File: src/hw/rtl/pfc_pkg.sv
`timescale 1ns / 1ps
// ----------------------------------------------------------------------------
// pfc_pkg
// Constants and types shared by the portable file name checker modules.
// ----------------------------------------------------------------------------
package pfc_pkg;

  localparam int MAX_NAME_BYTES = 255;
  localparam int STEM_KEEP      = 8;

  // Byte counter saturates at MAX_NAME_BYTES + 1.
  localparam int CNT_W      = $clog2(MAX_NAME_BYTES + 2);
  // Stem lengths run up to STEM_KEEP + 1.
  localparam int STEM_LEN_W = $clog2(STEM_KEEP + 2);
  localparam int STEM_IDX_W = $clog2(STEM_KEEP);
  localparam int CP_W       = 21;

  localparam logic [7:0] CH_SPACE = 8'h20;
  localparam logic [7:0] CH_DOT   = 8'h2E;

  typedef logic [7:0] pfc_octet_t;

  // Per-transfer control sent from the top level to the state keepers.
  typedef struct packed {
    logic take;   // a byte is consumed this cycle
    logic clear;  // the name ends this cycle; state returns to empty
  } pfc_ctrl_t;

endpackage

File: src/hw/rtl/pfc_utf8.sv
`timescale 1ns / 1ps
// ----------------------------------------------------------------------------
// pfc_utf8
// UTF-8 decoder, character screen, length counter and last-byte tracking.
// ----------------------------------------------------------------------------
module pfc_utf8 (
  input  logic                clk,
  input  logic                rst_n,
  input  pfc_pkg::pfc_ctrl_t  ctrl,
  input  pfc_pkg::pfc_octet_t byte_in,
  output logic                name_ok
);
  import pfc_pkg::*;

  localparam logic [1:0] SEQ_NONE = 2'd0;
  localparam logic [1:0] SEQ_2B   = 2'd1;
  localparam logic [1:0] SEQ_3B   = 2'd2;
  localparam logic [1:0] SEQ_4B   = 2'd3;

  localparam logic [CP_W-1:0] CP_MAX  = 21'h10FFFF;
  localparam logic [CP_W-1:0] SURR_LO = 21'h00D800;
  localparam logic [CP_W-1:0] SURR_HI = 21'h00DFFF;

  logic [CNT_W-1:0] count_r, count_nxt, count_upd;
  logic [1:0]       pend_r, pend_nxt, pend_upd;
  logic [CP_W-1:0]  cp_r, cp_nxt, cp_upd, cp_shift, cp_low;
  logic [1:0]       cls_r, cls_nxt, cls_upd;
  logic             failed_r, failed_nxt, failed_upd;
  pfc_octet_t       prev_r, prev_nxt, prev_upd;

  function automatic logic forbidden(input pfc_octet_t b);
    return (b < 8'h20) || (b == 8'h7F) || (b == "<") || (b == ">") || (b == ":") ||
           (b == "\"") || (b == "/") || (b == "\\") || (b == "|") || (b == "?") ||
           (b == "*");
  endfunction

  assign cp_shift = {cp_r[CP_W-7:0], byte_in[5:0]};

  always_comb begin
    unique case (cls_r)
      SEQ_2B:  cp_low = 21'h000080;
      SEQ_3B:  cp_low = 21'h000800;
      default: cp_low = 21'h010000;
    endcase
  end

  always_comb begin
    count_upd  = count_r;
    pend_upd   = pend_r;
    cp_upd     = cp_r;
    cls_upd    = cls_r;
    failed_upd = failed_r;
    prev_upd   = prev_r;
    if (ctrl.take) begin
      if (count_r <= CNT_W'(MAX_NAME_BYTES)) begin
        count_upd = count_r + 1'b1;
      end
      prev_upd = byte_in;
      if (pend_r != 2'd0) begin
        if (byte_in[7:6] != 2'b10) begin
          failed_upd = 1'b1;
          pend_upd   = 2'd0;
        end else begin
          cp_upd   = cp_shift;
          pend_upd = pend_r - 2'd1;
          if (pend_r == 2'd1) begin
            if ((cp_shift < cp_low) || (cp_shift > CP_MAX) ||
                ((cp_shift >= SURR_LO) && (cp_shift <= SURR_HI))) begin
              failed_upd = 1'b1;
            end
          end
        end
      end else if (!byte_in[7]) begin
        if (forbidden(byte_in)) begin
          failed_upd = 1'b1;
        end
      end else if (byte_in[7:5] == 3'b110) begin
        cp_upd   = CP_W'(byte_in[4:0]);
        pend_upd = 2'd1;
        cls_upd  = SEQ_2B;
      end else if (byte_in[7:4] == 4'b1110) begin
        cp_upd   = CP_W'(byte_in[3:0]);
        pend_upd = 2'd2;
        cls_upd  = SEQ_3B;
      end else if (byte_in[7:3] == 5'b11110) begin
        cp_upd   = CP_W'(byte_in[2:0]);
        pend_upd = 2'd3;
        cls_upd  = SEQ_4B;
      end else begin
        failed_upd = 1'b1;
      end
    end
  end

  // Verdict on the state as it stands once this byte is taken.
  assign name_ok = !failed_upd && (count_upd != '0) &&
                   (count_upd <= CNT_W'(MAX_NAME_BYTES)) &&
                   (prev_upd != CH_SPACE) && (prev_upd != CH_DOT) &&
                   (pend_upd == 2'd0);

  always_comb begin
    if (ctrl.clear) begin
      count_nxt  = '0;
      pend_nxt   = 2'd0;
      cp_nxt     = '0;
      cls_nxt    = SEQ_NONE;
      failed_nxt = 1'b0;
      prev_nxt   = '0;
    end else begin
      count_nxt  = count_upd;
      pend_nxt   = pend_upd;
      cp_nxt     = cp_upd;
      cls_nxt    = cls_upd;
      failed_nxt = failed_upd;
      prev_nxt   = prev_upd;
    end
  end

  always_ff @(posedge clk) begin
    if (!rst_n) begin
      count_r  <= '0;
      pend_r   <= 2'd0;
      cp_r     <= '0;
      cls_r    <= SEQ_NONE;
      failed_r <= 1'b0;
      prev_r   <= '0;
    end else begin
      count_r  <= count_nxt;
      pend_r   <= pend_nxt;
      cp_r     <= cp_nxt;
      cls_r    <= cls_nxt;
      failed_r <= failed_nxt;
      prev_r   <= prev_nxt;
    end
  end

endmodule

File: config.mk
export PLATFORM = sky130hd
export DESIGN_NAME = pfc_utf8
export DESIGN_NICKNAME = d
export VERILOG_FILES = /design/src/hw/rtl/pfc_pkg.sv /design/src/hw/rtl/pfc_utf8.sv
export SDC_FILE = /design/constraint.sdc
export NUM_CORES = 1
export LEC_CHECK = 0
export BUFFER_PORTS_ARGS = -buffer_cell sky130_fd_sc_hd__buf_4
export CORE_MARGIN = 2
export CORE_UTILIZATION = 60
export CTS_CLUSTER_DIAMETER = 100
export CTS_CLUSTER_SIZE = 24
export DETAILED_ROUTE_END_ITERATION = 7
export PLACE_DENSITY = 0.78
export SLEW_MARGIN = 20
export SYNTH_ARGS = -nofsm -noshare
export SYNTH_HDL_FRONTEND = slang
export SYNTH_SLANG_ARGS = --single-unit
File: constraint.sdc
create_clock -name clk -period 4.2 [get_ports clk]
set_clock_uncertainty 0.1 [all_clocks]
set_input_delay 0.21 -clock clk [delete_from_list [all_inputs] [get_ports clk]]
set_output_delay 0.21 -clock clk [all_outputs]
set_load 0.005 [all_outputs]
== Word-level counts from Yosys, hierarchy flattened ==
Cells that the tools add are included.
Storage, ports and cells
  register bits: 37
  input bits: 12
  word-level logic and storage cells: 95
Cells by class
  add/sub/neg operators: 2
  magnitude comparators: 7
  eq/ne operators: 20
  bitwise logic cells: 2
  multiplexer cells: 30
  reductions and logical operators: 28
Operators with widths (number)
  2-to-1 mux 15 bit: 6
  equality test 8 x 6 -> 1 bit (second input constant): 7
  one-hot mux 17 bit (2 select lines): 1
  equality test 8 x 7 -> 1 bit (second input constant): 3
  >= comparator 21 x 16 -> 1 bit (second input constant): 1
  > comparator 21 bit (second input constant): 1
  less-or-equal comparator 21 x 16 -> 1 bit (second input constant): 1
  less-than comparator 21 x 17 -> 1 bit: 1
  2-to-1 mux 2 bit: 10
  less-or-equal comparator 9 x 8 -> 1 bit (second input constant): 2
  2-to-1 mux 9 bit: 2
  != test 8 x 6 -> 1 bit (second input constant): 2
  logical OR 1 bit: 12
  2-to-1 mux 1 bit: 10
  adder 9 x 1 -> 9 bit (second input constant): 1
  nonzero test 9 bit: 1
  less-than comparator 8 x 6 -> 1 bit (second input constant): 1
  2-to-1 mux 8 bit: 1
  AND reduction 4 bit: 2
  logical AND 1 bit: 6
  equality test 5 bit (second input constant): 1
  equality test 2 x 1 -> 1 bit (second input constant): 2
  equality test 4 bit (second input constant): 1
  != test 2 bit (second input constant): 2
  10 further kinds: 12

== Longest topological paths before layout ==
  depth in word-level cells: 21
  depth in mapped cells: 10

== Worst setup path after synthesis ==
Ideal clock, no wire load.
  path kind: register to output
  from: register pend_r[0]
  to: output port name_ok
  slack: 2.167 ns
  buffers on the path: 1
  arrival time: 1.723 ns
  cell stages (with the launch flop): 9
  path through: dfxtp_1 -> inv_1 -> ha_1 -> buf_2 -> nand2_1 -> a21oi_1 -> or4_4 -> o32ai_2 -> o311a_1
Between the ends
  cells in the longest elaborated chain, start to end: 11
  elaborated cells between the ends (all ways): 21
RTL lines
  start, declared: RTL line pfc_utf8.sv:25  | logic [1:0] pend_r, pend_nxt, pend_upd;
  start signal, assigned: RTL line pfc_utf8.sv:129  | pend_r <= pend_nxt;
  equality test 2 x 1 -> 1 bit: RTL line pfc_utf8.sv:66  | if (pend_r == 2'd1) begin
  2-to-1 mux 1 bit: RTL line pfc_utf8.sv:66
  2-to-1 mux 1 bit: RTL line pfc_utf8.sv:60  | if (byte_in[7:6] != 2'b10) begin
  2-to-1 mux 1 bit: RTL line pfc_utf8.sv:59  | if (pend_r != 2'd0) begin
  2-to-1 mux 1 bit: RTL line pfc_utf8.sv:54  | if (ctrl.take) begin
  logical NOT 1 bit: RTL line pfc_utf8.sv:96  | assign name_ok = !failed_upd && (count_upd != '0) &&
  logical AND 1 bit (2 in a row): RTL line pfc_utf8.sv:96
  logical AND 1 bit: RTL line pfc_utf8.sv:97  | (count_upd <= CNT_W'(MAX_NAME_BYTES)) &&
  logical AND 1 bit: RTL line pfc_utf8.sv:98  | (prev_upd != CH_SPACE) && (prev_upd != CH_DOT) &&
  logical AND 1 bit (*): RTL line pfc_utf8.sv:98
  end, declared: RTL line pfc_utf8.sv:11  | output logic name_ok
Every way passes the cells marked *; elsewhere a longest branch is shown, timed or not.

== Final worst setup path ==
Same ends and word-level chain as after synthesis.

==> reports/summary.txt <==
Status = complete, no violations
DR top layer = met4
Initial drt markers = 82
Crit-path cells = inv_1 -> ha_1 -> nand3b_1 -> a21oi_1 -> or4_4 -> o32ai_2 -> o311a_1 -> buf_4
CTS Buffer Depth = 2
Leakage = 0.819 nW
Avg Synthesized Cell Area = 7.94 sq um
Setup repair after global routing missed its margin = no
Hold Startpoint = byte_in[1]
First-pass GRT wire length = 6.77 mm
Latest clock arrival within the worst-skew pair = 0.36 ns
Final Max Tran Viols = 0
Period minus WS final = 3.05 ns
Distinct cell type count after synthesis = 48
Die area = 3910 sq um
Hold depth = 3
Setup WS pre-CTS = 1.56 ns
Initial Utilization = 62.1%
R2R depth = 7
Post-route setup TNS = 0 ns
RR Startpoint = pend_r[0]
Buf+Inv Stages, Crit Path = 2
Top cells by area, synth = dfxtp_1, nor2_1, a21oi_1
Post-CTS Setup Inserts = 0
Seq/Total Area, Yosys = 36.0%
Kind of critical path = register to primary output
Metal3 WL = 202 um
Hpwl dp = 2.72 mm
H-tree depth = 2
Commonest non-fill, non-tap cell in the layout = dfxtp_1
Layout cells sized above 1 = 11.9%
Worst Hold Class = input port to register
Worst setup margin = 1.15 ns
Num rows = 21
TritonRoute pass-1 iters = 4
Max-cap viol count = 0
Final setup fails = 0
Top Family by Delay on Critical Path = simple AND/OR/NAND/NOR gates
Critical path's largest stage delay = 0.57 ns
Antenna-violating nets left = 0
Worst-Margin Slew = 0.697 ns
Required time of the critical path = 3.89 ns
Syn-to-layout area delta = 8.16%
Core Box Area = 3310 sq um
Most frequent cells in the layout = dfxtp_1, nor2_1, a21oi_1, nand2_1
Final worst path period share = 72.7%
Register bit count reported by yosys = 37
Hold-fix buffers, CTS = 0
CTS sink count = 37
Gpl congestion = 0.865
Rel. slew slack = 53.5%
Worst reg2reg path endpoint = cp_r[4]
Post-synth top area share = 36.0%
CP max FO = 21
Largest net degree at the start of global routing = 38
Largest area contributor in the netlist = dfxtp_1
Die X-Extent = 62.5 um
Clock root buffer = clkbuf_4
N_diodes = 0
Synthesized cell area = 2060 sq um
Port-buffer cells = 12
Die H = 62.5 um
Total GRT Usage = 21.7%
Detailed-route wire length per cell = 12.9 um
Fin nets = 278
Worst-path clk slew = 0.12 ns
Crit-path slowest cell = ha_1
FF+latch area = 741 sq um
Drt via density = 5.68
WP data arrival = 2.74 ns
R2R setup slack = 1.77 ns
CP endpoint kind = primary output
Fmax = 327 MHz
Worst-case hold path end point = cp_r[1]
M1 wire length = 1.89 mm
DRC viols = 0
Resized Gates After CTS = 0
Fillers = 299
Total gr overflow = 0
Final wirelength = 3.94 mm
Routed met2 length = 1.78 mm
Vias = 1739
# IOs = 13
Fin. Hold Viols = 0
VDD IR max = 0.238 mV
Vias in the first global route = 1494
Critical path launch point type = register
Initial antenna violation count = 0
Worst Setup SP = pend_r[0]
Power per Cell Area = 332 nW/um^2
Warnings, synthesis = 0
Area occupied by multi-input gates = 1180 sq um
Post-Syn Instances = 259
TritonCTS Buffers = 5
Syn Nets = 278
TritonCTS clock tree = built
==> cells in the mapped netlist, drive strengths merged <==
master	n
a2111oi	1
a211o	1
a211oi	2
a21boi	1
a21o	1
a21oi	26
a22oi	1
a31oi	4
and2	1
and4	2
buf	12
clkbuf	8
dfxtp	37
ha	7
inv	11
mux2i	9
nand2	23
nand2b	3
nand3	13
nand3b	1
nand4	5
nor2	35
nor2b	6
nor3	5
nor3b	11
nor4	3
nor4bb	1
o211a	1
o211ai	1
o21ai	10
o22ai	1
o311a	1
o32ai	2
o41ai	1
or2	1
or3	2
or4	2
or4b	1
xnor2	1
xor2	5
==> through the flow <==
stage / instances / power (mW) / utilization, % / cell area, sq um / hold slack [ns]
after CTS: 306 / 0.750 / 67.2 / 2220 / 0.0236
after global placement: 298 / 0.436 / 64.1 / 2120 / 0.344
after global routing: 306 / 0.771 / 67.2 / 2220 / 0.0394
after detailed placement: 298 / 0.437 / 64.1 / 2120 / 0.354
after floorplan: 259 / 0.418 / - / 2060 / 0.246
final: 306 / 0.739 / 67.2 / 2220 / 0.0488
==> power breakdown <==
group	switching [mW]	internal [mW]	leakage, nW
Sequential	0.00334	0.356	0.299
Clock	0.126	0.184	0.0552
Combinational	0.0409	0.0293	0.465
Total	0.170	0.569	0.819
==> cell families (layout without fill, tap and decap cells) <==
family                     count (synthesis)  in the layout  synth area share, %
and+or+nand+nor                          115            115                 29.5
xor gates and xnor gates                   6              6                 2.56
DFF                                       37             37                 36.0
muxes                                      9              9                 4.38
adders and majority gates                  7              7                 4.26
AOI/OAI and AO/OA                         54             54                 16.9
buffers and inverters                     31             32                 6.39
==> per-layer routing <==
metal	GRT usage, %	up-vias
met4	9.72	0
met3	5.23	6
li1	-	904
met5	0	-
met1	28.2	787
met2	34.0	42
==> worst register-to-register path, delay by kind of cell (launching register included) <==
| kind | cells | cell delay, ns |
|---|---|---|
| AOI/OAI and AO/OA | 2 | 0.64 |
| buffers and inverters | 2 | 0.28 |
| DFF | 1 | 0.35 |
| and+or+nand+nor | 2 | 0.38 |
| adders and majority gates | 1 | 0.57 |
==> flip-flops by register name, indices dropped and copies added (netlist names) <==
name      count
count_r       9
pend_r        2
cp_r         15
prev_r        8
failed_r      1
cls_r         2
==> how the worst max path moves through the flow <==
stage,endpoint,slack [ns],cells after the start
global route,name_ok,1.01,8
finish,name_ok,1.15,8
detailed placement,name_ok,1.56,8
CTS,name_ok,1.14,8
global placement,name_ok,1.60,8
floorplan,name_ok,2.17,8
==> cell type report <==
type,instances,area share [%]
inverters,11,1.86
flip-flops and latches,37,33.3
multi-input cells,191,53.2
well taps,46,2.59
clock inverters,3,2.93
repair buffers,13,4.39
clock buffers,5,1.69
(Power assumes the default switching activity.)
